==> config.mk <==
export PLATFORM = sky130hd
export DESIGN_NAME = min_square_count_classifier_top
export DESIGN_NICKNAME = d
export VERILOG_FILES = /design/src/hdl/msqc_pkg.sv /design/src/hdl/min_square_count_classifier_top.sv /design/src/hdl/msqc_front.sv /design/src/hdl/msqc_fifo.sv /design/src/hdl/msqc_back.sv
export SDC_FILE = /design/constraint.sdc
export NUM_CORES = 1
export LEC_CHECK = 0
export BUFFER_PORTS_ARGS = -buffer_cell sky130_fd_sc_hd__clkbuf_2
export CORE_ASPECT_RATIO = 0.7
export CORE_MARGIN = 10
export CORE_UTILIZATION = 65
export CTS_CLUSTER_SIZE = 16
export DETAILED_ROUTE_END_ITERATION = 10
export PLACE_DENSITY = 0.79
export SLEW_MARGIN = 20
export SYNTH_ARGS = -nofsm -noshare
export SYNTH_HDL_FRONTEND = slang
export SYNTH_HIERARCHICAL = 1
export SYNTH_SLANG_ARGS = --single-unit
==> constraint.sdc <==
create_clock -name i_clk -period 17.1 [get_ports i_clk]
set_input_delay 0 -clock i_clk [delete_from_list [all_inputs] [get_ports i_clk]]
set_output_delay 0 -clock i_clk [all_outputs]
set_load 0.02 [all_outputs]
==> src/hdl/msqc_pkg.sv <==
// Shared types and constants for the minimum square count classifier.
package msqc_pkg;

    // Handling of negative values, as held in the configuration register.
    localparam logic [1:0] MODE_MAGNITUDE = 2'd0;
    localparam logic [1:0] MODE_DROP      = 2'd1;
    localparam logic [1:0] MODE_ZERO_BIN  = 2'd2;
    localparam logic [1:0] MODE_ERROR     = 2'd3;
    localparam logic [1:0] MODE_RESET     = MODE_ERROR;

    // Category codes: least number of positive squares.
    localparam logic [2:0] CAT_ZERO  = 3'd0;
    localparam logic [2:0] CAT_ONE   = 3'd1;
    localparam logic [2:0] CAT_TWO   = 3'd2;
    localparam logic [2:0] CAT_THREE = 3'd3;
    localparam logic [2:0] CAT_FOUR  = 3'd4;

    // Status codes.
    localparam logic STATUS_OK    = 1'b0;
    localparam logic STATUS_ERROR = 1'b1;

    // Control bits that travel with a job from the front end to the back end.
    typedef struct packed {
        logic classify;
        logic status;
    } t_job;

    // Back end sequencer states.
    typedef enum logic [2:0] {
        ST_IDLE,
        ST_SQRT,
        ST_PAIR,
        ST_STRIP,
        ST_DONE
    } t_state;

endpackage

==> src/hdl/min_square_count_classifier_top.sv <==
// Top level of the minimum square count classifier: front end, job queue and back end.
// Zero, zero-bin and error items go from the sequencer's idle state straight to the result
// register; a classified item passes through the square root steps and, where needed, the
// two-square search and trailing-pair strip steps of the back end sequencer.
// Throughput: the back end takes one job at a time; the front end takes one transaction a
// cycle until the queue is full. Reset empties the block and selects error reporting.
module min_square_count_classifier_top #(
    parameter int VALUE_BITS  = 16,
    parameter int QUEUE_DEPTH = 4
) (
    input  logic                         i_clk,
    input  logic                         i_rst_n,
    // Input queue side.
    input  logic                         push,
    output logic                         full,
    input  logic signed [VALUE_BITS-1:0] i_value,
    // Result queue side.
    output logic                         empty,
    input  logic                         pop,
    output logic [2:0]                   o_category,
    output logic signed [VALUE_BITS-1:0] o_value_out,
    output logic                         o_status,
    // Configuration write channel for the negative mode register.
    input  logic                         i_cfg_valid,
    output logic                         o_cfg_ready,
    input  logic [1:0]                   i_cfg_data
);

    localparam int JOB_BITS = $bits(msqc_pkg::t_job);
    localparam int Q_WIDTH  = 2 * VALUE_BITS + JOB_BITS;

    logic [1:0]            r_mode;
    logic                  front_drop;
    logic [VALUE_BITS-1:0] front_mag;
    msqc_pkg::t_job        front_job;
    logic                  q_full;
    logic                  q_push;
    logic                  q_valid;
    logic                  q_pop;
    logic [Q_WIDTH-1:0]    q_wdata;
    logic [Q_WIDTH-1:0]    q_rdata;
    logic [VALUE_BITS-1:0] q_value;
    logic [VALUE_BITS-1:0] q_mag;
    msqc_pkg::t_job        q_job;
    logic [VALUE_BITS-1:0] back_value;

    // The register may be written at any cycle; it is only changed while idle by contract.
    assign o_cfg_ready = 1'b1;

    always_ff @(posedge i_clk) begin
        if (!i_rst_n) begin
            r_mode <= msqc_pkg::MODE_RESET;
        end else if (i_cfg_valid && o_cfg_ready) begin
            r_mode <= i_cfg_data;
        end
    end

    // The front end decides at once whether a value needs the sequencer at all.
    msqc_front #(
        .VALUE_BITS (VALUE_BITS)
    ) u_front (
        .i_value (i_value),
        .i_mode  (r_mode),
        .o_drop  (front_drop),
        .o_mag   (front_mag),
        .o_job   (front_job)
    );

    // A dropped negative is accepted like any other transaction but never queued.
    assign full    = q_full;
    assign q_push  = push && !q_full && !front_drop;
    assign q_wdata = {i_value, front_mag, front_job};

    msqc_fifo #(
        .WIDTH (Q_WIDTH),
        .DEPTH (QUEUE_DEPTH)
    ) u_fifo (
        .i_clk   (i_clk),
        .i_rst_n (i_rst_n),
        .i_push  (q_push),
        .i_data  (q_wdata),
        .o_full  (q_full),
        .i_pop   (q_pop),
        .o_valid (q_valid),
        .o_data  (q_rdata)
    );

    assign q_value = q_rdata[Q_WIDTH-1 -: VALUE_BITS];
    assign q_mag   = q_rdata[JOB_BITS +: VALUE_BITS];
    assign q_job   = q_rdata[JOB_BITS-1:0];

    // The back end holds its own result register, so it may start the next job
    // in the same cycle as the waiting result is taken.
    msqc_back #(
        .VALUE_BITS (VALUE_BITS)
    ) u_back (
        .i_clk       (i_clk),
        .i_rst_n     (i_rst_n),
        .i_job_valid (q_valid),
        .i_job_value (q_value),
        .i_job_mag   (q_mag),
        .i_job       (q_job),
        .o_job_pop   (q_pop),
        .o_empty     (empty),
        .i_pop       (pop),
        .o_category  (o_category),
        .o_value_out (back_value),
        .o_status    (o_status)
    );

    assign o_value_out = back_value;

endmodule

==> src/hdl/msqc_front.sv <==
// Front end: takes an input value, applies the negative mode and forms a job.
module msqc_front #(
    parameter int VALUE_BITS = 16
) (
    input  logic [VALUE_BITS-1:0] i_value,
    input  logic [1:0]            i_mode,
    output logic                  o_drop,
    output logic [VALUE_BITS-1:0] o_mag,
    output msqc_pkg::t_job        o_job
);

    logic                  neg;
    logic [VALUE_BITS-1:0] mag;

    assign neg = i_value[VALUE_BITS-1];
    // The most negative value maps to 2^(VALUE_BITS-1), which still fits unsigned.
    assign mag = neg ? (~i_value + VALUE_BITS'(1)) : i_value;

    assign o_mag          = mag;
    assign o_drop         = neg && (i_mode == msqc_pkg::MODE_DROP);
    assign o_job.classify = (!neg || (i_mode == msqc_pkg::MODE_MAGNITUDE)) &&
                            (mag != '0);
    assign o_job.status   = (neg && (i_mode == msqc_pkg::MODE_ERROR)) ?
                            msqc_pkg::STATUS_ERROR : msqc_pkg::STATUS_OK;

endmodule

==> src/hdl/msqc_fifo.sv <==
// Short job queue between the front end and the back end.
module msqc_fifo #(
    parameter int WIDTH = 8,
    parameter int DEPTH = 4
) (
    input  logic             i_clk,
    input  logic             i_rst_n,
    input  logic             i_push,
    input  logic [WIDTH-1:0] i_data,
    output logic             o_full,
    input  logic             i_pop,
    output logic             o_valid,
    output logic [WIDTH-1:0] o_data
);

    localparam int AW = (DEPTH > 1) ? $clog2(DEPTH) : 1;

    logic [WIDTH-1:0] r_mem [DEPTH];
    logic [AW-1:0]    r_wr_ptr;
    logic [AW-1:0]    r_rd_ptr;
    logic [AW:0]      r_count;
    logic             do_push;
    logic             do_pop;

    assign o_full  = (r_count == (AW+1)'(DEPTH));
    assign o_valid = (r_count != '0);
    assign o_data  = r_mem[r_rd_ptr];
    assign do_push = i_push && !o_full;
    assign do_pop  = i_pop && o_valid;

    always_ff @(posedge i_clk) begin
        if (do_push) begin
            r_mem[r_wr_ptr] <= i_data;
        end
    end

    always_ff @(posedge i_clk) begin
        if (!i_rst_n) begin
            r_wr_ptr <= '0;
            r_rd_ptr <= '0;
            r_count  <= '0;
        end else begin
            if (do_push) begin
                r_wr_ptr <= (r_wr_ptr == AW'(DEPTH - 1)) ? '0 : r_wr_ptr + AW'(1);
            end
            if (do_pop) begin
                r_rd_ptr <= (r_rd_ptr == AW'(DEPTH - 1)) ? '0 : r_rd_ptr + AW'(1);
            end
            if (do_push && !do_pop) begin
                r_count <= r_count + (AW+1)'(1);
            end else if (do_pop && !do_push) begin
                r_count <= r_count - (AW+1)'(1);
            end
        end
    end

endmodule

==> src/hdl/msqc_back.sv <==
// Back end: square root, two-square search and 4^a(8b+7) test, plus result register.
module msqc_back #(
    parameter int VALUE_BITS = 16
) (
    input  logic                  i_clk,
    input  logic                  i_rst_n,
    input  logic                  i_job_valid,
    input  logic [VALUE_BITS-1:0] i_job_value,
    input  logic [VALUE_BITS-1:0] i_job_mag,
    input  msqc_pkg::t_job        i_job,
    output logic                  o_job_pop,
    output logic                  o_empty,
    input  logic                  i_pop,
    output logic [2:0]            o_category,
    output logic [VALUE_BITS-1:0] o_value_out,
    output logic                  o_status
);

    localparam int W  = VALUE_BITS;
    localparam int BW = W + (W % 2);
    localparam logic [W-1:0] BIT_INIT = W'(1) << (BW - 2);

    msqc_pkg::t_state r_state, n_state;

    logic [W-1:0] r_m, n_m;
    logic [W-1:0] r_x, n_x;
    logic [W-1:0] r_res, n_res;
    logic [W-1:0] r_bit, n_bit;
    logic [W-1:0] r_a, n_a;
    logic [W-1:0] r_b, n_b;
    logic [W:0]   r_a2, n_a2;
    logic [W:0]   r_b2, n_b2;
    logic [2:0]   r_cat, n_cat;
    logic [W-1:0] r_value, n_value;
    logic         r_status, n_status;

    logic         r_out_valid, n_out_valid;
    logic [2:0]   r_out_cat, n_out_cat;
    logic [W-1:0] r_out_value, n_out_value;
    logic         r_out_status, n_out_status;

    logic         out_free;
    logic         take_job;
    logic         out_write;
    logic [W:0]   trial;
    logic         sqrt_ge;
    logic [W-1:0] sqrt_x;
    logic [W-1:0] sqrt_res;
    logic         sqrt_last;
    logic [W+1:0] pair_sum;
    logic [W+1:0] m_ext;
    logic         pair_end;
    logic         pair_hit;
    logic         strip_end;

    assign out_free  = !r_out_valid || i_pop;
    assign take_job  = (r_state == msqc_pkg::ST_IDLE) && i_job_valid && out_free;
    assign o_job_pop = take_job;

    assign trial     = {1'b0, r_res} + {1'b0, r_bit};
    assign sqrt_ge   = {1'b0, r_x} >= trial;
    assign sqrt_x    = sqrt_ge ? (r_x - trial[W-1:0]) : r_x;
    assign sqrt_res  = sqrt_ge ? ((r_res >> 1) + r_bit) : (r_res >> 1);
    assign sqrt_last = r_bit[0];

    assign pair_sum  = {1'b0, r_a2} + {1'b0, r_b2};
    assign m_ext     = (W+2)'(r_m);
    assign pair_end  = r_a > r_b;
    assign pair_hit  = pair_sum == m_ext;
    assign strip_end = r_x[1:0] != 2'b00;

    // Next state.
    always_comb begin
        n_state = r_state;
        unique case (r_state)
            msqc_pkg::ST_IDLE: begin
                if (take_job && i_job.classify) begin
                    n_state = msqc_pkg::ST_SQRT;
                end
            end
            msqc_pkg::ST_SQRT: begin
                if (sqrt_last) begin
                    n_state = (sqrt_x == '0) ? msqc_pkg::ST_DONE : msqc_pkg::ST_PAIR;
                end
            end
            msqc_pkg::ST_PAIR: begin
                if (pair_end) begin
                    n_state = msqc_pkg::ST_STRIP;
                end else if (pair_hit) begin
                    n_state = msqc_pkg::ST_DONE;
                end
            end
            msqc_pkg::ST_STRIP: begin
                if (strip_end) begin
                    n_state = msqc_pkg::ST_DONE;
                end
            end
            msqc_pkg::ST_DONE: begin
                if (out_free) begin
                    n_state = msqc_pkg::ST_IDLE;
                end
            end
            default: n_state = msqc_pkg::ST_IDLE;
        endcase
    end

    // Datapath and result register.
    always_comb begin
        n_m          = r_m;
        n_x          = r_x;
        n_res        = r_res;
        n_bit        = r_bit;
        n_a          = r_a;
        n_b          = r_b;
        n_a2         = r_a2;
        n_b2         = r_b2;
        n_cat        = r_cat;
        n_value      = r_value;
        n_status     = r_status;
        out_write    = 1'b0;
        n_out_cat    = r_out_cat;
        n_out_value  = r_out_value;
        n_out_status = r_out_status;

        unique case (r_state)
            msqc_pkg::ST_IDLE: begin
                if (take_job) begin
                    if (i_job.classify) begin
                        n_m      = i_job_mag;
                        n_x      = i_job_mag;
                        n_res    = '0;
                        n_bit    = BIT_INIT;
                        n_value  = i_job_value;
                        n_status = i_job.status;
                    end else begin
                        out_write    = 1'b1;
                        n_out_cat    = msqc_pkg::CAT_ZERO;
                        n_out_value  = i_job_value;
                        n_out_status = i_job.status;
                    end
                end
            end
            msqc_pkg::ST_SQRT: begin
                n_x   = sqrt_x;
                n_res = sqrt_res;
                n_bit = r_bit >> 2;
                if (sqrt_last) begin
                    n_cat = msqc_pkg::CAT_ONE;
                    n_a   = W'(1);
                    n_a2  = (W+1)'(1);
                    n_b   = sqrt_res;
                    // The remainder gives the square of the root without a multiply.
                    n_b2  = (W+1)'(r_m - sqrt_x);
                end
            end
            msqc_pkg::ST_PAIR: begin
                if (pair_end) begin
                    n_x = r_m;
                end else if (pair_hit) begin
                    n_cat = msqc_pkg::CAT_TWO;
                end else if (pair_sum < m_ext) begin
                    n_a  = r_a + W'(1);
                    n_a2 = r_a2 + {r_a, 1'b1};
                end else begin
                    n_b  = r_b - W'(1);
                    n_b2 = r_b2 - {r_b, 1'b0} + (W+1)'(1);
                end
            end
            msqc_pkg::ST_STRIP: begin
                if (!strip_end) begin
                    n_x = r_x >> 2;
                end else begin
                    n_cat = (r_x[2:0] == 3'b111) ? msqc_pkg::CAT_FOUR : msqc_pkg::CAT_THREE;
                end
            end
            msqc_pkg::ST_DONE: begin
                if (out_free) begin
                    out_write    = 1'b1;
                    n_out_cat    = r_cat;
                    n_out_value  = r_value;
                    n_out_status = r_status;
                end
            end
            default: ;
        endcase

        if (out_write) begin
            n_out_valid = 1'b1;
        end else if (i_pop) begin
            n_out_valid = 1'b0;
        end else begin
            n_out_valid = r_out_valid;
        end
    end

    always_ff @(posedge i_clk) begin
        if (!i_rst_n) begin
            r_state     <= msqc_pkg::ST_IDLE;
            r_out_valid <= 1'b0;
        end else begin
            r_state     <= n_state;
            r_out_valid <= n_out_valid;
        end
    end

    always_ff @(posedge i_clk) begin
        r_m          <= n_m;
        r_x          <= n_x;
        r_res        <= n_res;
        r_bit        <= n_bit;
        r_a          <= n_a;
        r_b          <= n_b;
        r_a2         <= n_a2;
        r_b2         <= n_b2;
        r_cat        <= n_cat;
        r_value      <= n_value;
        r_status     <= n_status;
        r_out_cat    <= n_out_cat;
        r_out_value  <= n_out_value;
        r_out_status <= n_out_status;
    end

    assign o_empty     = !r_out_valid;
    assign o_category  = r_out_cat;
    assign o_value_out = r_out_value;
    assign o_status    = r_out_status;

endmodule

# Yosys cells after proc, flatten, opt, wreduce, memory -nomap -nowiden

Memories as Yosys holds them, arrays and structs flattened. A register that Yosys moved wholly into a read port is not among the register bits.
Cells that the tools add are included.

Register bits: 183
Bits in writable memories: 136
Output and inout port bits: 23
Word-level logic and storage cells: 182
Memories kept: 1

Memories:

| name         | depth | bits a word | rd ports | clocked after memory_dff | wr ports | RTL line        | source |
|---|---|---|---|---|---|---|---|
| u_fifo.r_mem | 4     | 34          | 1        | 1                        | 1        | msqc_fifo.sv:18 | `logic [WIDTH-1:0] r_mem [DEPTH];` |

Add/subtract/negate cells: 15
Magnitude comparators: 3
Equal/unequal tests: 26
Muxes and demuxes: 75
Bitwise logic cells: 1
Reduce and logical (&&, ||, !) cells: 41

Operator list:

| kind                                               | number |
|---|---|
| 2-to-1 mux 16 bit                                  | 22 |
| one-hot mux 16 bit (2 select lines)                | 5 |
| 2-to-1 mux 17 bit                                  | 8 |
| one-hot mux 17 bit (2 select lines)                | 2 |
| one-hot mux 16 bit (4 select lines)                | 1 |
| 2-to-1 mux 3 bit                                   | 17 |
| adder 16 x 1 -> 16 bit, second input constant      | 2 |
| AND reduction 5 bit                                | 5 |
| adder 17 x 17 -> 18 bit                            | 1 |
| equality test 18 x 16 -> 1 bit                     | 1 |
| < comparator 18 x 16 -> 1 bit                      | 1 |
| adder 16 x 16 -> 17 bit                            | 1 |
| adder 17 x 1 -> 17 bit, second input constant      | 1 |
| adder 17 bit                                       | 1 |
| greater-or-equal comparator 16 x 17 -> 1 bit       | 1 |
| subtractor 16 x 16 -> 17 bit                       | 1 |
| subtractor 17 bit                                  | 1 |
| adder 15 x 16 -> 16 bit                            | 1 |
| > comparator 16 bit                                | 1 |
| zero test 16 bit                                   | 1 |
| inverter 16 bit                                    | 1 |
| nonzero test 16 bit                                | 1 |
| subtractor 16 x 1 -> 16 bit, second input constant | 1 |
| subtractor 16 bit                                  | 1 |
| 27 further kinds                                   | 83 |

# Depth between registers and ports, before layout

Gate-level depths: netlist of the first run.

Depth in word-level cells: 9
Mapped depth: 34
Gate-level depth less buffers: 32

# Modules after synthesis

The synthesis of the first run kept the hierarchy.

Modules (own cells, without submodules):

| module                          | instances | cells each | area an instance (µm²) | sequential area each (µm²) |
|---|---|---|---|---|
| msqc_back                       | 1         | 1308       | 12647.1                | 4944.7 |
| msqc_fifo                       | 1         | 229        | 5436.5                 | 4264.1 |
| msqc_front                      | 1         | 87         | 596.8                  | 0.0 |
| min_square_count_classifier_top | 1         | 9          | 86.3                   | 40.0 |

# Worst setup path after synthesis of the first run

OpenSTA, ideal clock, no wires.

Path type: register to register
Start point: register u_back.r_res[2]
End point: register u_back.r_b2[16], data pin
Library setup time: 0.256 ns
Arrival time: 6.377 ns
Data required time: 16.844 ns
Setup slack: 10.467 ns
Cell stages (with the launch flop): 35
Clock period less this slack: 6.633 ns
Cells stage by stage: edfxtp_1 -> ha_1 -> a31oi_1 -> o21bai_1 -> a31oi_1 -> inv_1 -> a31oi_1 -> nor2_1 -> nor2_1 -> o21bai_1 -> a31oi_1 -> xor2_1 -> ha_1 -> nand2_1 -> or4_4 -> o211ai_2 -> or3_1 -> nand2_1 -> clkbuf_1 -> clkbuf_1 -> nand2_1 -> o21ai_0 -> ha_1 -> fa_1 -> inv_1 -> a2111o_1 -> o211ai_2 -> maj3_2 -> a211oi_4 -> o21ai_2 -> a41oi_2 -> nor2_1 -> a211oi_2 -> o211ai_1 -> o211a_1

Word-level cells in the longest chain between the ends: 6
Elaborated cells on any way between the ends: 7
Those cells by class: add/sub (3); order compare (1); mux (3)

RTL lines:

| what                                                                                     | RTL line                         | source |
|---|---|---|
| start: declaration                                                                       | msqc_back.sv:27                  | `logic [W-1:0] r_res, n_res;` |
| start signal: assignment                                                                 | msqc_back.sv:209                 | `r_res <= n_res;` |
| adder 16 x 16 -> 17 bit (*)                                                              | msqc_back.sv:60                  | `assign trial = {1'b0, r_res} + {1'b0, r_bit};` |
| subtractor 16 bit / greater-or-equal comparator 16 x 17 -> 1 bit (equally long branches) | msqc_back.sv:62, msqc_back.sv:61 |  |
| 2-to-1 mux 16 bit (*)                                                                    | msqc_back.sv:62                  | `assign sqrt_x = sqrt_ge ? (r_x - trial[W-1:0]) : r_x;` |
| subtractor 16 x 16 -> 17 bit (*)                                                         | msqc_back.sv:153                 | `n_b2 = (W+1)'(r_m - sqrt_x);` |
| 2-to-1 mux 17 bit (*)                                                                    | msqc_back.sv:147                 | `if (sqrt_last) begin` |
| one-hot mux 17 bit (2 select lines) (*)                                                  | msqc_back.sv:125                 | `unique case (r_state)` |
| via u_back.n_b2[16]                                                                      | msqc_back.sv:32                  | `logic [W:0] r_b2, n_b2;` |
| end signal: assignment                                                                   | msqc_back.sv:214                 | `r_b2 <= n_b2;` |
| end: declaration                                                                         | msqc_back.sv:32                  |  |

The timed path passes the listed nets; every way through them passes the cells marked *. The select of a mux whose other input is x is not followed.
A chain may end at the register's enable or synchronous reset.

# Worst setup path after layout of the first run

Start point: register u_back.r_res[2]
End point: register u_back.r_b2[15], data pin

The elaborated chain is that of the path after synthesis.

==> impl_metrics.csv, run 1 <==
group,metric,value,unit
run,maxCapViolations,0,
critical_path,reg2reg_slack,9830,ps
place,gp_congestion,1.074,
grt,antenna_found_initial,1,
critical_path,cp_slowest_cell,"or4_4",
finish,largest_reg_flops,136,
finish,fin_nets,1875,
timing,slew_viol_final,0,
clock_network,cts_resized,0,
critical_path,start_kind,"register",
yosys,synth_cell_types,94,
hold_path,hold_end,"u_fifo/r_wr_ptr[0]",
finish,register_area,9250,µm²
yosys,yosysMostFrequentCell,"edfxtp_1",
route,drcViolationCount,0,
yosys,syn-num-nets,1807,
critical_path,required,17440,ps
yosys,postSynthAreaPerCell,11.49,µm²
timing,max_freq,137.6,MHz
finish,reg.largest.list,"u_fifo/r_mem (136), u_back/r_a2 (17), u_back/r_b2 (17)",
critical_path,criticalPathCategory,"register to register",
critical_path,r2r_cells,32,
route,routed_wl,49100,µm
critical_path,worst-path-max-fanout,22,
clock_network,ctsLongestPathBuffers,3,
grt,grt_overflow_total,0,
timing,slew_headroom,34.39,%
yosys,synth_flop_cell,"edfxtp_1",
critical_path,critPathBufInv,2,
clock_network,worstSkewPairLatency,590,ps
die,die_x,223.1,µm
yosys,yosys_warnings,6,
critical_path,crit-reg2reg-launch,"u_back/r_res[2]",
yosys,synth_top_area_cell,"edfxtp_1",
critical_path,endpoint_kind,"register",
finish,drive_gt1_share,12.00,%
timing,fin_worst_skew,20.51,ps
clock_network,cts_tree,"built",
die,start_util,66.69,%
place,dp_hpwl,35000,µm
clock_network,h-tree-depth,1,
die,die_area,36180,µm²
timing,worst_pin_slew,973.8,ps
die,die_y,162.2,µm
yosys,synthTopCellsByCount,"edfxtp_1 (298), ha_1 (145), nand2_1 (133)",
clock_network,cts.sinks,313,
hold_path,hold_depth,4,
hold_path,hp-class,"input port to register",
yosys,synth.area.top_cells,"edfxtp_1 (48%), ha_1 (9.7%), xnor2_1 (4.3%), mux4_2 (3.6%), o21ai_0 (2.7%)",
timing,period_minus_slack,7266,ps
yosys,synth-seq-cells,313,
clock_network,cts.root.buffer_cell,"clkbuf_16",
place,portBuffers,44,
yosys,synth_area,18770,µm²
grt,grt_max_degree,70,
hold_path,worstHoldStart,"push",
yosys,syn_inst,1633,
finish,area_delta_synth_final,9.841,%
timing,period_share,42.49,%
finish,multiInputGateArea,8912,µm²
finish,fill_cells,1938,
yosys,synth_edf_count,298,
grt,grt_usage,26.53,%
yosys,async_reset_ff_share,0,%
die,row_count,51,
finish,regMostFlops,"u_fifo/r_mem",
die,core,28140,µm²
critical_path,path_delay_family,"compound AO/OA/AOI/OAI gates",
clock_network,post_cts_buffers,0,
grt,grt_pass1_vias,13110,
route,drt-wirelength-per-cell,23.41,µm
outcome,status,"completed",
route,drt-initial-drc-count,1511,
route,via_per_inst,6.548,
critical_path,r2r-end,"u_back/r_b2[15]",
clock_network,cts_made_buffers,30,
timing,finalSetupViolCount,0,
critical_path,max_stage_delay,490,ps
yosys,synth_top_cell_area_share,47.68,%
critical_path,worst_ep_arrival_time,7600,ps
timing,setup_tns,0,ps
clock_network,clkTransAtPathRegs,70,ps
route,drt-pass1-iter-count,6,
route,route.vias.total,13730,
die,io_pins,46,
route,postRouteAntennaNets,0,
yosys,ys_seq_area_share,49.28,%
timing,hold_violations,0,
grt,grt_pass1_wl,75390,µm
timing,rsz0062_at_grt,"false",
-- routing by layer --
layer / routed length [µm] / global-route usage, % / up-vias
met3: 6155 / 8.124 / 99
met2: 20380 / 37.63 / 741
met1: 21510 / 38.94 / 6653
met5: 66 / 1.538 / -
met4: 988 / 5.789 / 2
li1: - / - / 6236
-- cell type report --
| class | instances | share of cell area (%) |
|---|---|---|
| sequential | 313 | 44.87 |
| multi-input combinational | 1170 | 43.24 |
| tap | 371 | 2.252 |
| inverter | 98 | 1.785 |
| clock inverter | 18 | 0.9590 |
| antenna | 1 | 0.01214 |
| timing repair buffer | 88 | 3.047 |
| clock buffer | 38 | 3.836 |
-- placed cells by master (no fill, tap or decap), types with 18 or more instances in the layout --
cell type	synthesis	layout
edfxtp_1	298	298
ha_1	145	145
nand2_1	133	133
nor2_1	123	121
o21ai_0	103	101
inv_1	95	95
xnor2_1	92	92
a21oi_1	87	87
clkbuf_2	0	44
xor2_1	38	38
nand3_1	35	34
clkbuf_16	0	30
mux4_2	30	30
a21o_1	27	27
dlygate4sd3_1	0	23
nor3_1	23	22
buf_4	2	20
mux2i_1	19	19
a31oi_1	19	19
mux2_2	18	18
-- worst reg2reg max path, delay by kind of cell, from the launching register on --
| family | cells | cell delay, ps |
|---|---|---|
| XOR/XNOR | 1 | 100 |
| buffers and inverters | 2 | 120 |
| AND/OR/NAND/NOR | 10 | 1780 |
| adder cells (fa/ha/maj) | 5 | 1680 |
| flip-flops | 1 | 470 |
| AO/OA/AOI/OAI | 14 | 2870 |
-- stage by stage --
| stage | util, % | setup slack (ps) | std cells | cell area, µm² | hold WS (ps) |
|---|---|---|---|---|---|
| 6_report | 73.25 | 9834 | 2097 | 20610 | 7.674 |
| 3_3_place_gp | 68.80 | 10250 | 2016 | 19360 | 226.3 |
| 4_1_cts | 73.13 | 9928 | 2095 | 20580 | 6.216 |
| 3_5_place_dp | 68.80 | 10040 | 2016 | 19360 | 222.4 |
| 2_1_floorplan | - | 10470 | 1633 | 18770 | 61.94 |
| 5_1_grt | 73.25 | 9452 | 2097 | 20610 | 59.55 |
-- what timing repair did --
action                                  CTS  global route
hold buffers                             23             0
hold endpoints to repair                 88             0
endpoints found under the setup margin    0             0
-- worst max path at each step --
stage                          startpoint  cells after the start  slack (ps)         endpoint
after global routing      u_back/r_res[2]                     32        9450  u_back/r_b2[15]
final                     u_back/r_res[2]                     32        9830  u_back/r_b2[15]
after CTS                 u_back/r_res[2]                     32        9930  u_back/r_b2[15]
after detailed placement  u_back/r_res[2]                     32       10040  u_back/r_b2[16]
after floorplan           u_back/r_res[2]                     34       10470  u_back/r_b2[16]
after global placement    u_back/r_res[2]                     32       10250  u_back/r_b2[16]
-- cell families after synthesis --
logic type / Yosys count / synth area share [%]
other: 1 / 0.01998
DFF: 313 / 49.28
adders and majority gates: 158 / 10.69
buffers and inverters: 150 / 3.473
AOI/OAI and AO/OA: 370 / 12.77
and+or+nand+nor: 439 / 11.35
muxes: 72 / 6.334
xor gates and xnor gates: 130 / 6.067
Power of run 1 is not shown: default switching activity piles up to over one toggle a cycle in this logic, so the estimate is an artifact.
==> inputs of run 2 (changes only) <==
--- a/config.mk
+++ b/config.mk
@@ -8,10 +8,10 @@
 export BUFFER_PORTS_ARGS = -buffer_cell sky130_fd_sc_hd__clkbuf_2
 export CORE_ASPECT_RATIO = 0.7
 export CORE_MARGIN = 10
-export CORE_UTILIZATION = 65
+export CORE_UTILIZATION = 64
 export CTS_CLUSTER_SIZE = 16
 export DETAILED_ROUTE_END_ITERATION = 10
-export PLACE_DENSITY = 0.79
+export PLACE_DENSITY = 0.78
 export SLEW_MARGIN = 20
 export SYNTH_ARGS = -nofsm -noshare
 export SYNTH_HDL_FRONTEND = slang
==> constraint.sdc (replaced) <==
create_clock -name i_clk -period 7.15 [get_ports i_clk]
set_input_delay 0 -clock i_clk [delete_from_list [all_inputs] [get_ports i_clk]]
set_output_delay 0 -clock i_clk [all_outputs]
set_load 0.02 [all_outputs]
==> run 2 against run 1 <==
Register-to-register slack worse by 9500 ps. Sequential share of layout area down 0.23 points. Setup slack worse by 9500 ps. Wire length shrank 2.6%. Flip-flop and latch count stayed put. Critical path depth stayed put. Die area increased by 1.4%.
==> impl_metrics.csv, run 2 (synthesis gave the netlist of run 1 again) <==
group,metric,value,unit
finish,diodes,0,
timing,worst_pin_slew,1019,ps
timing,hold_violations,0,
critical_path,reg2reg_slack,350,ps
die,die_x,224.7,µm
hold_path,hold_end,"u_fifo/r_wr_ptr[0]",
critical_path,crit-reg2reg-launch,"u_back/r_res[2]",
timing,hold_slack,16.19,ps
hold_path,worstHoldStart,"push",
finish,final_area,20720,µm²
timing,slew_viol_final,0,
hold_path,hp-class,"input port to register",
finish,multiInputGateArea,8974,µm²
route,postRouteAntennaNets,0,
critical_path,required,7490,ps
grt,grt_max_degree,70,
critical_path,start_kind,"register",
route,drcViolationCount,0,
finish,final_common_cell,"edfxtp_1",
route,drt-pass1-iter-count,6,
finish,register_area,9250,µm²
grt,grt_pass1_wl,74240,µm
critical_path,endpoint_kind,"register",
run,maxCapViolations,0,
timing,timing.final.ws_setup,347.6,ps
finish,area_delta_synth_final,10.39,%
route,via_per_inst,6.454,
route,drt-initial-drc-count,1664,
critical_path,criticalPathCategory,"register to register",
finish,fin_nets,1882,
place,pre_cts_ws,154.8,ps
timing,slew_headroom,31.13,%
die,row_count,52,
critical_path,max_stage_delay,500,ps
finish,largest_reg_flops,136,
timing,period_minus_slack,6802,ps
place,gp_congestion,1.079,
timing,max_freq,147.0,MHz
route,routed_wl,47840,µm
grt,grt_overflow_total,0,
die,die_area,36680,µm²
timing,period_share,95.14,%
clock_network,worstSkewPairLatency,590,ps
die,core,28890,µm²
finish,regMostFlops,"u_fifo/r_mem",
die,io_pins,46,
clock_network,clkTransAtPathRegs,70,ps
critical_path,r2r_cells,32,
timing,finalSetupViolCount,0,
critical_path,worst_ep_arrival_time,7140,ps
finish,fill_cells,2062,
place,dp_hpwl,34400,µm
outcome,status,"completed",
critical_path,path_delay_family,"compound AO/OA/AOI/OAI gates",
die,start_util,64.96,%
die,die_y,163.3,µm
route,route.vias.total,13600,
critical_path,cp_slowest_cell,"or4_4",
clock_network,cts.sinks,313,
grt,grt_pass1_vias,12870,
critical_path,r2r-end,"u_back/r_b2[16]",
clock_network,ctsLongestPathBuffers,3,
clock_network,cts.root.buffer_cell,"clkbuf_16",
place,portBuffers,44,
clock_network,cts_made_buffers,30,
place,placed_area,19390,µm²
critical_path,path_common_cell,"nand2_1",
critical_path,worst-path-max-fanout,4,
clock_network,cts_tree,"built",
finish,drive_gt1_share,12.72,%
clock_network,h-tree-depth,1,
grt,grt_usage,25.89,%
grt,antenna_found_initial,0,
hold_path,hold_depth,4,
timing,fin_worst_skew,28.50,ps
finish,layout_common_cells,"edfxtp_1 (298), ha_1 (143), nand2_1 (133)",
critical_path,critPathBufInv,2,
finish,reg.largest.list,"u_fifo/r_mem (136), u_back/r_a2 (17), u_back/r_b2 (17)",
finish,final_util,71.72,%
route,drt-wirelength-per-cell,22.70,µm
==> run 2: worst max path at each step <==
| stage | to | cells past startpoint | slack (ps) | start |
|---|---|---|---|---|
| 3_5_place_dp | u_back/r_b2[16] | 32 | 150 | u_back/r_res[2] |
| 4_1_cts | u_back/r_b2[16] | 32 | 120 | u_back/r_res[2] |
| 3_3_place_gp | u_back/r_b2[16] | 32 | 370 | u_back/r_res[2] |
| 2_1_floorplan | u_back/r_b2[16] | 34 | 520 | u_back/r_res[2] |
| 5_1_grt | u_back/r_b2[16] | 32 | -30 | u_back/r_res[2] |
| 6_report | u_back/r_b2[16] | 32 | 350 | u_back/r_res[2] |
==> run 2: per-layer routing <==
layer | wire length [µm] | track usage [%]
met2 | 19900 | 36.83
met1 | 21400 | 39.05
met5 | 0 | 0
met3 | 5788 | 7.167
met4 | 761 | 4.622
==> run 2: timing repair <==
item / CTS / global route
buffers inserted: 0 / 3
endpoints found under the setup margin: 0 / 6
hold buffers: 24 / 0
endpoints found under the hold margin: 88 / 0
gates resized for setup: 0 / 11
==> run 2: stage by stage <==
| step | cells | TNS, ps |
|---|---|---|
| after CTS | 2103 | 0 |
| final | 2108 | 0 |
| after global routing | 2108 | -32.63 |
| after floorplan | 1633 | 0 |
| after detailed placement | 2025 | 0 |
| after global placement | 2025 | 0 |
==> run 2: final cells by class <==
cell class | count | area share [%]
well taps | 378 | 2.283
repair buffers | 95 | 3.358
flip-flops and latches | 313 | 44.65
inverters | 98 | 1.776
clock inverters | 18 | 0.8878
clock buffers | 36 | 3.732
multi-input cells | 1170 | 43.31
==> run 2: worst min-delay path, delay by kind of cell <==
kind                   cells  cell delay [ps]
buffers and inverters      1               70
muxes                      1              140
and+or+nand+nor            2              320
Power of run 2 is left out for the same reason.
==> inputs of run 3 (changes only) <==
--- a/config.mk
+++ b/config.mk
@@ -5,10 +5,12 @@
 export SDC_FILE = /design/constraint.sdc
 export NUM_CORES = 1
 export LEC_CHECK = 0
+export ABC_AREA = 1
 export BUFFER_PORTS_ARGS = -buffer_cell sky130_fd_sc_hd__clkbuf_2
 export CORE_ASPECT_RATIO = 0.7
 export CORE_MARGIN = 10
 export CORE_UTILIZATION = 64
+export CTS_BUF_LIST = sky130_fd_sc_hd__clkbuf_16
 export CTS_CLUSTER_SIZE = 16
 export DETAILED_ROUTE_END_ITERATION = 10
 export PLACE_DENSITY = 0.78
==> run 3 against run 2 <==
Die area rose by 4.4%. Fmax rose by 22%. Sequential share of layout area is 1.8 points lower. Hold slack better by 100 ps. Utilization decreased by 0.13 points. Via count rose by 17%. Critical endpoint is now u_back/r_b2[12]. Synthesized area increased by 4.9%.
==> impl_metrics.csv, run 3 <==
group,metric,value,unit
timing,hold_slack,118.3,ps
critical_path,path_delay_family,"simple AND/OR/NAND/NOR gates",
die,core,30170,µm²
yosys,syn-num-nets,2395,
finish,largest_reg_flops,136,
timing,slew_viol_final,0,
clock_network,cts.sinks,313,
finish,reg.largest.list,"u_fifo/r_mem (136), u_back/r_a2 (17), u_back/r_b2 (17)",
critical_path,path_common_cell,"nand2_1",
yosys,synth-compound-area-share,12.35,%
route,route.vias.total,15920,
yosys,synth_flop_cell,"edfxtp_1",
clock_network,ctsLongestPathBuffers,3,
yosys,synth-adder-area-share,9.828,%
clock_network,worstSkewPairLatency,580,ps
yosys,postSynthAreaPerCell,8.862,µm²
finish,final_common_cell,"nand2_1",
finish,regMostFlops,"u_fifo/r_mem",
outcome,status,"completed",
yosys,yosys.area_share.simple,20.63,%
place,gp_congestion,0.9825,
critical_path,critPathBufInv,4,
clock_network,cts_made_buffers,31,
timing,fin_worst_skew,12.18,ps
yosys,yosysMostFrequentCell,"nand2_1",
yosys,synth_top_family_by_area,"simple AND/OR/NAND/NOR gates",
grt,antenna_found_initial,0,
run,maxCapViolations,0,
route,drt-initial-drc-count,1808,
timing,worst_pin_slew,998.4,ps
die,die_area,38280,µm²
yosys,synth.area.top_cells,"edfxtp_1 (45%), nand2_1 (9.2%), ha_1 (9.2%), inv_1 (5.2%), nor2_1 (4.4%)",
critical_path,required,7470,ps
die,row_count,53,
timing,slew_headroom,32.93,%
die,io_pins,46,
clock_network,h-tree-depth,1,
critical_path,max_stage_delay,430,ps
timing,rsz0062_at_grt,"false",
critical_path,endpoint_kind,"register",
hold_path,hp-class,"input port to register",
yosys,synth_edf_count,298,
route,postRouteAntennaNets,0,
place,portBuffers,44,
yosys,synth_cell_types,60,
die,die_y,166.7,µm
route,via_per_inst,5.853,
yosys,ys_seq_area_share,46.99,%
place,dp_hpwl,38800,µm
finish,layout_common_cells,"nand2_1 (484), edfxtp_1 (298), inv_1 (275)",
yosys,synth-seq-cells,313,
clock_network,cts_resized,0,
critical_path,cp_slowest_cell,"edfxtp_1",
grt,grt_pass1_wl,81390,µm
grt,grt_overflow_total,0,
timing,period_minus_slack,5588,ps
finish,drive_gt1_share,9.055,%
timing,timing.final.ws_setup,1562,ps
yosys,syn_inst,2221,
yosys,synth_top_cell_area_share,45.46,%
yosys,synth_top_area_cell,"edfxtp_1",
critical_path,worst_ep_arrival_time,5910,ps
die,start_util,65.23,%
timing,hold_violations,0,
die,die_x,229.6,µm
clock_network,post_cts_buffers,0,
grt,grt_usage,26.68,%
route,drt-wirelength-per-cell,19.39,µm
finish,diodes,0,
yosys,synthTopCellsByCount,"nand2_1 (484), edfxtp_1 (298), inv_1 (272)",
finish,fin_nets,2460,
yosys,yosys_warnings,6,
critical_path,worst-path-max-fanout,29,
timing,max_freq,179.0,MHz
grt,grt_pass1_vias,15000,
finish,area_delta_synth_final,9.745,%
yosys,synth_area,19680,µm²
route,routed_wl,52730,µm
yosys,async_reset_ff_share,0,%
finish,fill_cells,2275,
route,drt-pass1-iter-count,6,
clock_network,cts.root.buffer_cell,"clkbuf_16",
place,pre_cts_ws,1655,ps
critical_path,start_kind,"register",
grt,grt_max_degree,81,
clock_network,cts_tree,"built",
timing,period_share,78.15,%
critical_path,criticalPathCategory,"register to register",
clock_network,clkTransAtPathRegs,60,ps
yosys,muxShareOfSynthArea,0.2543,%
route,drcViolationCount,0,
yosys,synth-xor-area-share,2.842,%
timing,finalSetupViolCount,0,
timing,setup_tns,0,ps
[run 3: logic make-up (layout without fill, tap and decap cells)]
logic type | after synthesis | count (layout)
AND/OR/NAND/NOR | 950 | 950
AO/OA/AOI/OAI | 407 | 407
buffers and inverters | 331 | 418
flip-flops | 313 | 313
adder cells (fa/ha/maj) | 151 | 151
XOR/XNOR | 63 | 63
multiplexers | 5 | 5
other | 1 | 1
[run 3: metrics by stage]
stage | util, % | area (µm²) | cells
finish | 71.59 | 21600 | 2720
global route | 71.59 | 21600 | 2720
CTS | 71.31 | 21520 | 2717
detailed placement | 67.17 | 20270 | 2637
global placement | 67.08 | 20240 | 2636
floorplan | - | 19680 | 2221
[run 3: per-layer routing]
layer	GRT usage [%]	vias up	part of all wire (%)
li1	-	7721	-
met1	39.81	7426	46
met2	38.74	709	42
met3	6.586	63	11
met4	4.651	2	1.6
met5	1.688	-	0.16
[run 3: area by class of cell]
| class | count | area (µm²) | area share (%) |
|---|---|---|---|
| Sequential cell | 313 | 9250 | 42.82 |
| Clock inverter | 24 | 222.7 | 1.031 |
| Clock buffer | 31 | 775.7 | 3.591 |
| Multi-Input combinational cell | 1577 | 9121 | 42.23 |
| Inverter | 279 | 1060 | 4.906 |
| Timing Repair Buffer | 84 | 655.6 | 3.035 |
| Tap cell | 412 | 515.5 | 2.386 |
[run 3: worst paths after layout]
kind | slack [ps] | start | cells past startpoint | endpoint
max | 1560 | u_back/r_res[2] | 37 | u_back/r_b2[12]
min | 120 | i_value[15] | 1 | u_fifo/r_mem[0][33]
max reg2reg | 1560 | u_back/r_res[2] | 37 | u_back/r_b2[12]
min reg2reg | 510 | u_fifo/r_count[0] | 2 | u_fifo/r_count[0]
[run 3: timing repair]
item | CTS | global route
hold endpoints to repair | 109 | 0
hold buffers | 25 | 0
endpoints found under the setup margin | 0 | 0
Power of run 3 is left out for the same reason.
